--- src/rtl/silence_gap_track_splitter_macros.svh ---
// Assertion macros for the silence-gap track splitter.
// Included by silence_gap_track_splitter.sv, which checks its own logic; no other dependencies.
`ifndef SILENCE_GAP_TRACK_SPLITTER_MACROS_SVH
`define SILENCE_GAP_TRACK_SPLITTER_MACROS_SVH
`ifndef SYNTHESIS
// condition must hold on every edge outside reset
`define SGTS_ASSERT_ALWAYS(lbl, cond, msg) \
  lbl: assert property (@(posedge clk) disable iff (rst) (cond)) else $error(msg);
// same-cycle implication
`define SGTS_ASSERT_IMPLIES(lbl, ante, cons, msg) \
  lbl: assert property (@(posedge clk) disable iff (rst) (ante) |-> (cons)) else $error(msg);
// next-cycle implication
`define SGTS_ASSERT_NEXT(lbl, ante, cons, msg) \
  lbl: assert property (@(posedge clk) disable iff (rst) (ante) |=> (cons)) else $error(msg);
`else
`define SGTS_ASSERT_ALWAYS(lbl, cond, msg)
`define SGTS_ASSERT_IMPLIES(lbl, ante, cons, msg)
`define SGTS_ASSERT_NEXT(lbl, ante, cons, msg)
`endif
`endif

--- src/rtl/sgts_pkg.sv ---
// Package for the silence-gap track splitter: constants, register map, result type.
// No dependencies.
package sgts_pkg;

  localparam logic [6:0]  MAX_TRACKS = 7'd99;
  localparam logic [24:0] QUIET_MAX  = 25'h1FF_FFFF;

  // register reset values
  localparam logic [15:0] THRESHOLD_RST = 16'd500;
  localparam logic [23:0] GAP_RST       = 24'd132300;
  localparam logic [30:0] MIN_TRACK_RST = 31'd13230000;

  typedef enum logic [1:0] {
    FMT_OTHER  = 2'd0,
    FMT_MONO   = 2'd1,
    FMT_STEREO = 2'd2,
    FMT_RSVD   = 2'd3
  } sample_format_t;

  typedef enum logic [1:0] {
    REG_THRESHOLD = 2'd0,
    REG_GAP       = 2'd1,
    REG_MIN_TRACK = 2'd2,
    REG_FORMAT    = 2'd3
  } reg_idx_t;

  typedef struct packed {
    logic [6:0] track_number;
    logic       track_end;
    logic       halted_error;
  } result_t;

  // absolute value of a 16-bit two's complement sample, 17 bits wide
  function automatic logic [16:0] mag16(input logic signed [15:0] s);
    logic [16:0] ext;
    ext = {s[15], s};
    return s[15] ? 17'(-ext) : ext;
  endfunction

endpackage

--- src/rtl/silence_gap_track_splitter.sv ---
// Silence-gap track splitter: top level with APB register block, track logic and output skid.
// Depends on sgts_pkg and silence_gap_track_splitter_macros.svh.
//
// Tags each audio frame with the number of the track it belongs to. Every
// track opens with min_track_frames frames passed through unscanned; after
// that a frame is loud when |left| (or |right| in stereo) exceeds threshold,
// and a quiet frame more than gap_frames frames after the last loud one
// closes the track. Format 0 or 3 never splits. A word with tlast closes its
// track and returns all track state to its start values. Needing a 100th
// track halts the block: frames are then returned with halted_error set and
// track number 0 until the next tlast. Throughput is one frame per clock
// while the skid register is empty: the whole decision is a few compares
// and counter increments from the track state to a result register, with a
// second (skid) register so that s_axis_tready is a flop and keeps accepting
// while one result is stalled. Registers sit on APB at 0x0 threshold, 0x4
// gap_frames, 0x8 min_track_frames, 0xC format; write them only while no
// frame is in flight.
`include "silence_gap_track_splitter_macros.svh"

module silence_gap_track_splitter (
  input  logic        clk,
  input  logic        rst,
  // APB configuration port
  input  logic        psel,
  input  logic        penable,
  input  logic        pwrite,
  input  logic [3:0]  paddr,
  input  logic [31:0] pwdata,
  output logic [31:0] prdata,
  output logic        pready,
  // frame input
  input  logic        s_axis_tvalid,
  output logic        s_axis_tready,
  input  logic [31:0] s_axis_tdata,   // [15:0] left_sample, [31:16] right_sample
  input  logic        s_axis_tlast,   // last_frame
  // tagged output
  output logic        m_axis_tvalid,
  input  logic        m_axis_tready,
  output logic [7:0]  m_axis_tdata,   // [6:0] track_number, [7] zero
  output logic        m_axis_tlast,   // track_end
  output logic        m_axis_tuser    // halted_error
);

  // ---------------------------------------------------------------- registers
  logic [15:0] threshold;
  logic [23:0] gap_frames;
  logic [30:0] min_track_frames;
  sgts_pkg::sample_format_t sample_format;

  logic cfg_wr;
  sgts_pkg::reg_idx_t cfg_idx;

  assign pready  = 1'b1;
  assign cfg_wr  = psel && penable && pwrite && pready;
  assign cfg_idx = sgts_pkg::reg_idx_t'(paddr[3:2]);

  always_ff @(posedge clk) begin
    if (rst) begin
      threshold        <= sgts_pkg::THRESHOLD_RST;
      gap_frames       <= sgts_pkg::GAP_RST;
      min_track_frames <= sgts_pkg::MIN_TRACK_RST;
      sample_format    <= sgts_pkg::FMT_STEREO;
    end else if (cfg_wr) begin
      case (cfg_idx)
        sgts_pkg::REG_THRESHOLD: threshold        <= pwdata[15:0];
        sgts_pkg::REG_GAP:       gap_frames       <= pwdata[23:0];
        sgts_pkg::REG_MIN_TRACK: min_track_frames <= pwdata[30:0];
        sgts_pkg::REG_FORMAT:    sample_format    <= sgts_pkg::sample_format_t'(pwdata[1:0]);
        default: ;
      endcase
    end
  end

  always_comb begin
    case (cfg_idx)
      sgts_pkg::REG_THRESHOLD: prdata = {16'd0, threshold};
      sgts_pkg::REG_GAP:       prdata = {8'd0, gap_frames};
      sgts_pkg::REG_MIN_TRACK: prdata = {1'b0, min_track_frames};
      sgts_pkg::REG_FORMAT:    prdata = {30'd0, sample_format};
      default:                 prdata = 32'd0;
    endcase
  end

  // -------------------------------------------------------------- track state
  logic [6:0]  track_count,     track_count_next;
  logic        track_open,      track_open_next;
  logic        in_scan_phase,   in_scan_phase_next;
  logic [30:0] min_phase_count, min_phase_count_next;
  logic [24:0] quiet_run,       quiet_run_next;
  logic        halted,          halted_next;

  logic        in_acc;
  logic signed [15:0] left_sample, right_sample;
  logic        last_frame;

  // per-frame working values
  logic        opening, halt_now, halt_eff;
  logic [6:0]  tc_eff;
  logic        scan0, enter_scan, scan1, scanning_fmt, loud, gap_end;
  logic [30:0] mpc0;
  logic [24:0] qr0, qr1, qr2;
  sgts_pkg::result_t res;

  assign left_sample  = s_axis_tdata[15:0];
  assign right_sample = s_axis_tdata[31:16];
  assign last_frame   = s_axis_tlast;
  assign in_acc       = s_axis_tvalid && s_axis_tready;

  always_comb begin
    // open a track if none is open
    opening  = !halted && !track_open;
    halt_now = opening && (track_count >= sgts_pkg::MAX_TRACKS);
    halt_eff = halted || halt_now;
    tc_eff   = (opening && !halt_now) ? 7'(track_count + 7'd1) : track_count;
    scan0    = opening ? 1'b0  : in_scan_phase;
    mpc0     = opening ? '0    : min_phase_count;
    qr0      = opening ? '0    : quiet_run;

    // minimum phase over: start scanning with this frame
    enter_scan = !scan0 && (mpc0 >= min_track_frames);
    scan1      = scan0 || enter_scan;
    qr1        = enter_scan ? '0 : qr0;

    scanning_fmt = (sample_format == sgts_pkg::FMT_MONO) ||
                   (sample_format == sgts_pkg::FMT_STEREO);
    loud = (sgts_pkg::mag16(left_sample) > {1'b0, threshold}) ||
           ((sample_format == sgts_pkg::FMT_STEREO) &&
            (sgts_pkg::mag16(right_sample) > {1'b0, threshold}));

    gap_end = 1'b0;
    qr2     = qr1;
    if (scan1 && scanning_fmt) begin
      if (loud) begin
        qr2 = 25'd1;
      end else if (qr1 > {1'b0, gap_frames}) begin
        gap_end = 1'b1;
      end else if (qr1 < sgts_pkg::QUIET_MAX) begin
        qr2 = 25'(qr1 + 25'd1);
      end
    end

    if (halt_eff) begin
      res.track_number = '0;
      res.track_end    = 1'b0;
      res.halted_error = 1'b1;
    end else begin
      res.track_number = tc_eff;
      res.track_end    = gap_end || last_frame;
      res.halted_error = 1'b0;
    end

    // next state, applied only on an accepted word
    track_count_next     = tc_eff;
    track_open_next      = 1'b1;
    in_scan_phase_next   = scan1;
    min_phase_count_next = scan1 ? mpc0 : 31'(mpc0 + 31'd1);
    quiet_run_next       = qr2;
    halted_next          = 1'b0;
    if (last_frame) begin
      track_count_next     = '0;
      track_open_next      = 1'b0;
      in_scan_phase_next   = 1'b0;
      min_phase_count_next = '0;
      quiet_run_next       = '0;
    end else if (halt_eff) begin
      track_count_next     = track_count;
      track_open_next      = 1'b0;
      in_scan_phase_next   = 1'b0;
      min_phase_count_next = '0;
      quiet_run_next       = '0;
      halted_next          = 1'b1;
    end else if (gap_end) begin
      track_open_next      = 1'b0;
      in_scan_phase_next   = 1'b0;
      min_phase_count_next = '0;
      quiet_run_next       = '0;
    end
  end

  always_ff @(posedge clk) begin
    if (rst) begin
      track_count     <= '0;
      track_open      <= 1'b0;
      in_scan_phase   <= 1'b0;
      min_phase_count <= '0;
      quiet_run       <= '0;
      halted          <= 1'b0;
    end else if (in_acc) begin
      track_count     <= track_count_next;
      track_open      <= track_open_next;
      in_scan_phase   <= in_scan_phase_next;
      min_phase_count <= min_phase_count_next;
      quiet_run       <= quiet_run_next;
      halted          <= halted_next;
    end
  end

  // ------------------------------------------------------ output + skid stage
  logic              out_valid, skid_valid;
  sgts_pkg::result_t out_word, skid_word;
  logic              pop;

  assign pop           = out_valid && m_axis_tready;
  assign s_axis_tready = !skid_valid;

  always_ff @(posedge clk) begin
    if (rst) begin
      out_valid  <= 1'b0;
      skid_valid <= 1'b0;
    end else if (skid_valid) begin
      if (pop) begin
        out_valid  <= 1'b1;
        skid_valid <= 1'b0;
      end
    end else if (in_acc) begin
      if (!out_valid || pop) begin
        out_valid <= 1'b1;
      end else begin
        skid_valid <= 1'b1;
      end
    end else if (pop) begin
      out_valid <= 1'b0;
    end
  end

  always_ff @(posedge clk) begin
    if (skid_valid) begin
      if (pop) begin
        out_word <= skid_word;
      end
    end else if (in_acc) begin
      if (!out_valid || pop) begin
        out_word <= res;
      end else begin
        skid_word <= res;
      end
    end
  end

  assign m_axis_tvalid = out_valid;
  assign m_axis_tdata  = {1'b0, out_word.track_number};
  assign m_axis_tlast  = out_word.track_end;
  assign m_axis_tuser  = out_word.halted_error;

  // ---------------------------------------------------------------- checks
  `SGTS_ASSERT_IMPLIES(a_skid_behind_out, skid_valid, out_valid, "skid word without output word")
  `SGTS_ASSERT_ALWAYS(a_track_limit, track_count <= sgts_pkg::MAX_TRACKS, "track count over limit")
  `SGTS_ASSERT_IMPLIES(a_halt_closed, halted, !track_open && !in_scan_phase, "open track while halted")
  `SGTS_ASSERT_IMPLIES(a_quiet_in_scan, quiet_run != '0, in_scan_phase, "quiet run outside scan phase")
  `SGTS_ASSERT_NEXT(a_stall_to_skid, in_acc && out_valid && !m_axis_tready, skid_valid, "stalled word lost")

endmodule
--- config.mk ---
export PLATFORM = sky130hd
export DESIGN_NAME = silence_gap_track_splitter
export DESIGN_NICKNAME = d
export VERILOG_FILES = /design/src/rtl/sgts_pkg.sv /design/src/rtl/silence_gap_track_splitter.sv
export VERILOG_INCLUDE_DIRS = /design/src /design/src/rtl
export SDC_FILE = /design/constraint.sdc
export NUM_CORES = 1
export LEC_CHECK = 0
export BUFFER_PORTS_ARGS = -buffer_cell sky130_fd_sc_hd__buf_2
export CORE_MARGIN = 5
export CORE_UTILIZATION = 31
export DETAILED_ROUTE_END_ITERATION = 8
export GPL_TIMING_DRIVEN = 0
export PLACE_DENSITY = 0.6
export SYNTH_ARGS = -nofsm -noshare
export SYNTH_HDL_FRONTEND = slang
export SYNTH_SLANG_ARGS = --single-unit
--- constraint.sdc ---
create_clock -name clk -period 7.1 [get_ports clk]
set_input_delay 1.42 -clock clk [delete_from_list [all_inputs] [get_ports clk]]
set_output_delay 1.42 -clock clk [all_outputs]
set_load 0.005 [all_outputs]
==> results of run 1 <==
[timing repair]
action / CTS / global route
setup buffers: 0 / 0
gates resized for setup: 9 / 7
hold buffers: 0 / 0
endpoints found under the setup margin: 60 / 56
[synth_stat cells (6+ instances only)]
cell and count:
sky130_fd_sc_hd__nand2_1 245, sky130_fd_sc_hd__dfxtp_1 141, sky130_fd_sc_hd__inv_1 98, sky130_fd_sc_hd__ha_1 93, sky130_fd_sc_hd__a21oi_1 89, sky130_fd_sc_hd__nor2_1 66, sky130_fd_sc_hd__and2_1 63, sky130_fd_sc_hd__clkbuf_1 55
sky130_fd_sc_hd__o21ai_0 55, sky130_fd_sc_hd__nand3_1 52, sky130_fd_sc_hd__xnor2_1 36, sky130_fd_sc_hd__nand4_1 34, sky130_fd_sc_hd__o211ai_1 34, sky130_fd_sc_hd__nor3_1 24, sky130_fd_sc_hd__o31ai_1 22, sky130_fd_sc_hd__edfxtp_1 18
sky130_fd_sc_hd__mux2i_1 18, sky130_fd_sc_hd__a22oi_1 16, sky130_fd_sc_hd__a31oi_1 16, sky130_fd_sc_hd__and3_1 16, sky130_fd_sc_hd__a22o_1 14, sky130_fd_sc_hd__xor2_1 14, sky130_fd_sc_hd__nor4_1 13, sky130_fd_sc_hd__a21o_1 7
sky130_fd_sc_hd__or3_1 7, sky130_fd_sc_hd__nand2b_1 6, sky130_fd_sc_hd__nand3b_1 6, sky130_fd_sc_hd__nor2b_1 6, sky130_fd_sc_hd__or2_2 6
[state kept, by name, indices dropped and copies added (netlist names)]
name and count:
m_axis_tdata 7, track_count 7, m_axis_tlast 1, sample_format 2, m_axis_tuser 1, track_open 1
min_track_frames 31, quiet_run 25, threshold 16, skid_valid 1, in_scan_phase 1, skid_word 9
halted 1, min_phase_count 31, m_axis_tvalid 1, gap_frames 24
[metrics by stage]
step,hold slack [ns],worst slack [ns],std cells,total power [µW],util [%]
5_1_grt,0.492,0.00835,1947,2220,36.7
2_1_floorplan,0.417,1.28,1355,1090,-
3_3_place_gp,0.427,-1.25,1916,1190,34.8
3_5_place_dp,0.447,-1.22,1916,1200,34.8
4_1_cts,0.463,0.0731,1948,2160,36.7
6_report,0.464,0.311,1947,2140,36.7
[power groups by stage]
stage | registers (µW) | logic (µW) | clock network (µW)
final | 931 | 249 | 964
after detailed placement | 951 | 246 | 0
after global placement | 951 | 243 | 0
after floorplan | 949 | 143 | 0
after CTS | 931 | 248 | 979
after global routing | 932 | 275 | 1010
[how the worst min path moves through the flow]
| stage | start | endpoint | slack [ns] | depth (start not counted) |
|---|---|---|---|---|
| floorplan | min_phase_count[30] | min_phase_count[30] | 0.42 | 2 |
| global placement | min_phase_count[30] | min_phase_count[30] | 0.43 | 2 |
| detailed placement | min_phase_count[30] | min_phase_count[30] | 0.45 | 2 |
| CTS | min_phase_count[30] | min_phase_count[30] | 0.46 | 2 |
| global route | min_track_frames[25] | min_track_frames[25] | 0.49 | 2 |
| finish | min_phase_count[30] | min_phase_count[30] | 0.46 | 2 |
[metal layers]
metal	up-vias	global-route usage (%)	wire length, µm
met4	0	5.44	861
li1	5058	-	-
met2	305	29.3	15900
met5	-	0	0
met3	57	2.82	1730
met1	4896	25.0	16600
[layout make-up]
| type | instances | area (µm²) |
|---|---|---|
| fill | 3561 | 21200 |
| multi-input combinational | 1034 | 6580 |
| sequential | 159 | 3360 |
| timing repair buffer | 113 | 566 |
| tap | 448 | 561 |
| clock buffer | 20 | 447 |
| inverter | 99 | 372 |
| buffer | 62 | 260 |
| clock inverter | 12 | 158 |
[kinds of logic (layout without fill, tap and decap cells)]
kind of cell	count (synthesis)	in the layout	share of synthesized area, %
adder cells (fa/ha/maj)	93	93	11.0
XOR/XNOR	50	50	4.16
buffers and inverters	162	306	5.96
other	2	3	0.0713
AND/OR/NAND/NOR	571	571	26.4
AO/OA/AOI/OAI	295	295	18.0
flip-flops	159	159	31.9
multiplexers	22	22	2.35
[worst max-delay path, stage by stage, from the launching register on]
cell	delay, ns
sky130_fd_sc_hd__dfxtp_1	0.38
sky130_fd_sc_hd__or2_2	0.28
sky130_fd_sc_hd__buf_2	0.30
sky130_fd_sc_hd__buf_2	0.31
sky130_fd_sc_hd__clkbuf_2	0.29
sky130_fd_sc_hd__and2_1	0.21
sky130_fd_sc_hd__ha_1	0.26
sky130_fd_sc_hd__nand4_1	0.20
sky130_fd_sc_hd__nor4_2	0.07
sky130_fd_sc_hd__a211oi_2	0.43
sky130_fd_sc_hd__nand4_1	0.17
sky130_fd_sc_hd__o21ai_1	0.30
sky130_fd_sc_hd__clkbuf_2	0.27
sky130_fd_sc_hd__clkbuf_2	0.24
sky130_fd_sc_hd__and2_1	0.24
sky130_fd_sc_hd__ha_1	0.27
sky130_fd_sc_hd__nor2b_1	0.14
sky130_fd_sc_hd__o21a_1	0.17
sky130_fd_sc_hd__o21ai_0	0.18
sky130_fd_sc_hd__a31o_2	0.20
sky130_fd_sc_hd__a41oi_2	0.28
sky130_fd_sc_hd__o211a_4	0.38
sky130_fd_sc_hd__or3_4	0.40
sky130_fd_sc_hd__buf_6	0.16
sky130_fd_sc_hd__clkbuf_1	0.27
sky130_fd_sc_hd__o31ai_1	0.29
==> metrics.txt, run 1 <==
status=finished clean; die height=a little under 200 µm; Lkg Pwr=roughly 0.0049 µW; destination of the critical timing path=min_phase_count[22]; Synth area leader=sky130_fd_sc_hd__dfxtp_1; maximum number of pins on one net before global-route repair=17; cell at the root of the clock tree=sky130_fd_sc_hd__clkbuf_16; switching share of power=between 20% and 30%; maximum fanout along the worst path=13; DIE WIDTH=about 190 µm; number of antenna diodes=0; FF-to-FF End=min_phase_count[22]; insertion delay of the later-clocked pin in the worst-skew pair=0.44 ns; initial antenna violation count=0; data required time of the critical path=7.45 ns; area share of the largest cell type after synthesis=26.8%; number of instances in the synthesized netlist=1,354; Worst setup EP type=flip-flop; highest achievable clock rate=147 MHz; drt first-iter violations=724; core area=between 30,000 and 40,000 µm²; Total Routed Length=35,100 µm; # rows=67; proportion of synthesized chip area in sequential cells=a little under a third; average cell area after synthesis=7.78 µm²; post-route cell area=roughly 12,000 µm²; remaining number of nets flagged by the antenna check after routing=0; number of nets in the finished design=1,655; most common library cell in the layout ignoring fill and taps=sky130_fd_sc_hd__nand2_1; EDFF count, synth=18; Min Clock Period, post-route=6.79 ns; cell area after placement=about 12,000 µm²; path type of the worst min-delay path=flip-flop to flip-flop; total die area=about 38,000 µm²; startpoint type of the worst setup path=flip-flop; most used cells in the layout excluding fill and tap cells=sky130_fd_sc_hd__nand2_1, sky130_fd_sc_hd__dfxtp_1, sky130_fd_sc_hd__buf_2; via count of the first global-routing pass=about 10,000; Internal=1580 µW; number of buffers inserted by port buffering=between 100 and 150; Setup TNS=0 ns; CTS max path bufs=2; number of different library cells in the post-synthesis netlist=71; most frequently used flop master after synthesis=sky130_fd_sc_hd__dfxtp_1; # H-tree levels=4; relative contribution of sequential cells to total power=around 43%; max-cap check violation count=0; share of flip-flops with an asynchronous set or reset after synthesis=0%; final routed wire length divided by cell count=~18 µm; R2R Path Start=track_open; r2r setup slk=slightly above 0.3 ns; Power Density=174 nW/µm²; beginning of the critical path=track_open; flops & latches, synth=~160; number of buffers added by the clock tree synthesis step=17; Avg Vias per Cell=roughly 5.3; remaining design rule violation count=0; number of iterations in the first detailed-routing pass=5; clock tree sinks=roughly 160; worst slew pin tran=roughly 0.85 ns; weighted congestion reported at the end of routability-driven placement=0.901; cell types with the largest area share after synthesis=sky130_fd_sc_hd__dfxtp_1, sky130_fd_sc_hd__ha_1, sky130_fd_sc_hd__nand2_1, sky130_fd_sc_hd__edfxtp_1, sky130_fd_sc_hd__a21oi_1; Peak supply drop=0.129 mV; setup repair after global routing missed its margin=false; TritonCTS clock tree=built; global-route wire length before repair=approximately 55,000 µm; initial cell density of the core=31.4%; Data arrival, critical path=between 7 and 8 ns; Comb power frac=a little under an eighth; Syn. warnings=0; Final HPWL DP=roughly 28,000 µm; final setup violation count=0; GRT Residual Overflow=0; IO Count=121; Final Cycle Share=about 96%; logic depth of the worst register-to-register path=25; Sw Pwr=between 500 and 600 µW; hold violation count in the final report=0; clock slew at the register clock pins of the worst setup and hold paths=~0.07 ns; Area Overhead vs Synth=16.8%; count of final max-slew check failures=0; fraction of final layout cells with drive strength greater than 1=between 10% and 20%; detailed-route via count=10,316; gr usage total=18.1%; power share of the clock group=between 40% and 50%; worst rel slew slack=43.4%; WS Path Type=flip-flop to flip-flop; worst clock skew=roughly 0.013 ns; total standard cell area after synthesis=around 11,000 µm²
Note: power is estimated with default switching activity, not from simulation.
==> run 2: changes to the inputs <==
REMOVE_ABC_BUFFERS = 1   (was not set)
==> metrics.txt, run 2 (same netlist as run 1, synthesis figures left out) <==
die height=around 200 µm; largest registers ranked by flip-flop count=min_phase_count: 31 flops, min_track_frames: 31 flops, quiet_run: 25 flops; path type of the worst min-delay path=flip-flop to flip-flop; TritonCTS clock tree=built; total power of the final layout=between 2000 and 2500 µW; number of buffers added by the clock tree synthesis step=17; initial cell density of the core=31.4%; status=finished clean; buffering stage count on the worst path with inverters included=1; clock tree sinks=159; maximum fanout along the worst path=40; max-cap check violation count=0; Min Clock Period, post-route=just over 6 ns; maximum number of pins on one net before global-route repair=73; detailed-route via count=about 10,000; Routed met2 length=roughly 15,000 µm; Final Cycle Share=between 80 and 90%; number of post-CTS setup repair buffers=0; Lkg Pwr=0.00477 µW; post-cts hold buffer count=0; crit path setup slack, layout=0.886 ns; initial antenna violation count=1; Peak supply drop=~0.12 mV; FILL cells=roughly 3,600; weighted congestion reported at the end of routability-driven placement=a little under 0.9; clock slew at the register clock pins of the worst setup and hold paths=approximately 0.070 ns; CTS max path bufs=2; WS Path Type=flip-flop to flip-flop; number of cells in the finished layout apart from fillers=1,891; routed length on met1=roughly 15,000 µm; fraction of final layout cells with drive strength greater than 1=between 10% and 20%; number of buffers inserted by port buffering=between 100 and 150; wire length on met3=1500 µm; final setup violation count=0; insertion delay of the later-clocked pin in the worst-skew pair=0.44 ns; worst clock skew=around 0.018 ns; most common library cell in the layout ignoring fill and taps=sky130_fd_sc_hd__nand2_1; startpoint type of the worst setup path=flip-flop; remaining design rule violation count=0; Worst setup EP type=flip-flop; GRT Residual Overflow=0; Data arrival, critical path=6.58 ns; cts repair resizes=0; core area=about 34,000 µm²; drt first-iter violations=approximately 600; Area Overhead vs Synth=14.9%; remaining number of nets flagged by the antenna check after routing=0; number of nets in the finished design=1,598; # rows=67; setup repair after global routing missed its margin=false; highest achievable clock rate=161 MHz; total die area=37,800 µm²; data required time of the critical path=between 7 and 8 ns; count of final max-slew check failures=0; gr usage total=16.7%; via count of the first global-routing pass=~9,500; # H-tree levels=4; DIE WIDTH=194 µm; worst slew pin tran=~1.3 ns; cell class contributing the biggest share of worst-path delay=simple AND/OR/NAND/NOR gates; worst rel slew slack=12.5%; Final HPWL DP=around 24,000 µm; placement-stage worst setup slack=about 0.53 ns; global-route wire length before repair=approximately 52,000 µm; hold violation count in the final report=0; Avg Vias per Cell=between 5 and 6; peak per-stage delay on the critical path=roughly 0.58 ns; cell at the root of the clock tree=sky130_fd_sc_hd__clkbuf_16; Setup TNS=0 ns; IO Count=about 120; final routed wire length divided by cell count=between 15 and 20 µm; highest metal layer with signal wires=met4; number of iterations in the first detailed-routing pass=6; Total Routed Length=32,200 µm; number of placed instances with taps included=around 1,900; CP Cell Sequence=or2_2 -> and2_0 -> ha_1 -> nand4_1 -> nor4_1 -> o21a_1 -> o21ai_2 -> buf_8 -> and2_1 -> ha_1 -> nand4_1 -> or2_1 -> nor4_1 -> a221o_1 -> a41oi_1 -> o211a_4 -> or3_4 -> or4_1 -> nand3_1; Power Density=175 nW/µm²; cell with the biggest individual delay on the critical path=sky130_fd_sc_hd__or2_2; most used cells in the layout excluding fill and tap cells=sky130_fd_sc_hd__nand2_1, sky130_fd_sc_hd__dfxtp_1, sky130_fd_sc_hd__buf_2
## run 2: cell types whose count changed in the layout (fill, tap and decap cells not counted), sizes merged
cell	delta
diode	+1
clkbuf	-55
inv	+4
buf	-5
bufinv	-1
## run 2: final timing paths
check | slack [ns] | startpoint | depth (start not counted) | endpoint
setup reg to reg | 0.89 | halted | 19 | min_phase_count[27]
hold reg to reg | 0.46 | min_phase_count[30] | 2 | min_phase_count[30]
setup / recovery | 0.89 | halted | 19 | min_phase_count[27]
hold / removal | 0.46 | min_phase_count[30] | 2 | min_phase_count[30]
## run 2: where the power goes
group	total, µW	switching, µW	internal [µW]
Clock	955	424	531
Combinational	236	148	87.5
Sequential	932	9.56	922
Total	2120	582	1540
## run 2: metrics by stage
| stage | instance area [µm²] | hold slack [ns] | utilization (%) |
|---|---|---|---|
| after floorplan | 10300 | 0.417 | - |
| after global placement | 11400 | 0.429 | 34.0 |
| after detailed placement | 11500 | 0.443 | 34.3 |
| after CTS | 12100 | 0.462 | 36.1 |
| after global routing | 12100 | 0.490 | 36.1 |
| final | 12100 | 0.458 | 36.1 |
## run 2: worst register-to-register path: stages, from the launching register on
cell	delay (ns)
sky130_fd_sc_hd__dfxtp_1	0.33
sky130_fd_sc_hd__or2_2	0.58
sky130_fd_sc_hd__and2_0	0.38
sky130_fd_sc_hd__ha_1	0.35
sky130_fd_sc_hd__nand4_1	0.19
sky130_fd_sc_hd__nor4_1	0.54
sky130_fd_sc_hd__o21a_1	0.31
sky130_fd_sc_hd__o21ai_2	0.14
sky130_fd_sc_hd__buf_8	0.18
sky130_fd_sc_hd__and2_1	0.22
sky130_fd_sc_hd__ha_1	0.33
sky130_fd_sc_hd__nand4_1	0.11
sky130_fd_sc_hd__or2_1	0.27
sky130_fd_sc_hd__nor4_1	0.32
sky130_fd_sc_hd__a221o_1	0.23
sky130_fd_sc_hd__a41oi_1	0.14
sky130_fd_sc_hd__o211a_4	0.41
sky130_fd_sc_hd__or3_4	0.51
sky130_fd_sc_hd__or4_1	0.50
sky130_fd_sc_hd__nand3_1	0.10
## run 2: area by class of cell
class	instances	area, µm²	area share [%]
Multi-Input combinational cell	1034	6570	54.3
Sequential cell	159	3360	27.8
Timing Repair Buffer	118	634	5.24
Tap cell	448	561	4.63
Clock buffer	17	425	3.52
Inverter	99	372	3.07
Clock inverter	15	174	1.44
Antenna cell	1	2.50	0.0207
## run 2: routing by layer
| metal | vias up | GRT usage, % |
|---|---|---|
| met2 | 241 | 27.3 |
| met3 | 44 | 2.87 |
| met5 | - | 0 |
| li1 | 4952 | - |
| met1 | 4765 | 22.6 |
| met4 | 0 | 5.03 |
==> run 3: changes to the inputs <==
PLACE_DENSITY = 0.58   (was 0.6)
==> metrics.txt, run 3 (same netlist as run 1, synthesis figures left out) <==
# rows=between 60 and 70; remaining number of nets flagged by the antenna check after routing=0; global-route wire length before repair=around 50,000 µm; weighted congestion reported at the end of routability-driven placement=between 0.8 and 0.9; die height=around 190 µm; CP Cell Sequence=or2_2 -> and2_0 -> ha_1 -> nand4_1 -> nor4_1 -> o21a_1 -> o21ai_2 -> buf_8 -> and2_1 -> ha_1 -> nand4_1 -> or2_1 -> nor4_1 -> a221o_1 -> a41oi_1 -> o211a_4 -> nor2_1 -> o211ai_1 -> nand3_1; count of cell instances traversed by the critical path=19; Power Density=roughly 170 nW/µm²; most common library cell in the layout ignoring fill and taps=sky130_fd_sc_hd__nand2_1; Setup TNS=0 ns; worst slew pin tran=between 1 and 1.5 ns; via count of the first global-routing pass=around 9,300; status=finished clean; maximum number of pins on one net before global-route repair=73; total die area=between 30,000 and 40,000 µm²; final core occ=36.0%; initial cell density of the core=a little under a third; Routed met2 length=14,800 µm; number of buffers inserted by port buffering=between 100 and 150; clock slew at the register clock pins of the worst setup and hold paths=approximately 0.060 ns; largest registers ranked by flip-flop count=min_phase_count: 31 flops, min_track_frames: 31 flops, quiet_run: 25 flops; cell with the biggest individual delay on the critical path=sky130_fd_sc_hd__nor2_1; number of post-CTS setup repair buffers=0; data required time of the critical path=7.46 ns; Final HPWL DP=24,600 µm; DIE WIDTH=between 150 and 200 µm; highest achievable clock rate=~150 MHz; Area Overhead vs Synth=14.7%; cell class contributing the biggest share of worst-path delay=simple AND/OR/NAND/NOR gates; peak per-stage delay on the critical path=around 1.1 ns; gr usage total=between 15 and 20%; fraction of final layout cells with drive strength greater than 1=between 10% and 20%; hold violation count in the final report=0; area taken by flip-flops and latches=3360 µm²; core area=33,500 µm²; Worst setup EP type=flip-flop; final setup violation count=0; most used cells in the layout excluding fill and tap cells=sky130_fd_sc_hd__nand2_1, sky130_fd_sc_hd__dfxtp_1, sky130_fd_sc_hd__buf_2; Data arrival, critical path=just under 7 ns; # H-tree levels=4; Lkg Pwr=roughly 0.0048 µW; number of buffers added by the clock tree synthesis step=17; routed length on met1=between 15,000 and 20,000 µm; Avg Vias per Cell=about 5.3; path type of the worst min-delay path=flip-flop to flip-flop; WS Path Type=flip-flop to flip-flop; highest metal layer with signal wires=met4; IO Count=roughly 120; detailed-route via count=~9,900; FILL cells=between 3,000 and 4,000; initial antenna violation count=1; wire length on met3=approximately 1300 µm; maximum fanout along the worst path=40; TritonCTS clock tree=built; post-route cell area=between 10,000 and 15,000 µm²; clock tree sinks=between 150 and 200; startpoint type of the worst setup path=flip-flop; number of iterations in the first detailed-routing pass=7; number of nets in the finished design=between 1,500 and 2,000; drt first-iter violations=691; cts repair resizes=0; final routed wire length divided by cell count=~17 µm; Min Clock Period, post-route=~6.6 ns; buffering stage count on the worst path with inverters included=1; count of final max-slew check failures=0; Total Routed Length=32,100 µm; GRT Residual Overflow=0; worst clock skew=roughly 0.012 ns; remaining design rule violation count=0; logic depth of the worst register-to-register path=19; CTS max path bufs=2; cell area after placement=about 12,000 µm²; worst rel slew slack=about 4.4%; total area of multi-input combinational cells=around 6600 µm²; post-cts hold buffer count=0; max-cap check violation count=0; Peak supply drop=0.121 mV; worst hold path stage count=2; insertion delay of the later-clocked pin in the worst-skew pair=around 0.43 ns; setup repair after global routing missed its margin=false; Final Cycle Share=between 90% and 100%; cell at the root of the clock tree=sky130_fd_sc_hd__clkbuf_16
run 3: worst paths after layout:
check                         to                start  slack [ns]
min          min_phase_count[30]  min_phase_count[30]        0.45
min reg2reg  min_phase_count[30]  min_phase_count[30]        0.45
max reg2reg  min_phase_count[27]               halted        0.55
max          min_phase_count[27]               halted        0.55
run 3: layer usage:
layer	GRT usage (%)	vias to the layer above
li1	-	4945
met1	23.9	4738
met2	26.6	230
met3	2.09	19
met4	3.39	0
met5	0	-
run 3: where the power goes:
group          total, µW  switching [µW]  leakage (µW)  internal (µW)
Combinational        235             147       0.00317           88.0
Clock                909             413      0.000286            496
Sequential           932            9.46       0.00131            922
run 3: worst min-delay path: stages, from the launching register on:
cell	delay [ns]
sky130_fd_sc_hd__dfxtp_1	0.32
sky130_fd_sc_hd__nand2_1	0.04
sky130_fd_sc_hd__o21ai_0	0.06
run 3: metrics by stage:
step	total power (µW)	cells	worst slack, ns	hold WS (ns)
floorplan	1080	1292	1.16	0.417
global placement	1180	1854	-1.05	0.429
detailed placement	1190	1858	0.666	0.442
CTS	2100	1890	0.619	0.455
global route	2160	1891	0.134	0.488
finish	2080	1891	0.546	0.450
run 3: area by class of cell:
class	count	area share (%)
Clock inverter	14	1.21
Tap cell	448	4.64
Sequential cell	159	27.8
Multi-Input combinational cell	1034	54.4
Clock buffer	18	3.55
Timing Repair Buffer	118	5.31
Inverter	99	3.08
Antenna cell	1	0.0207
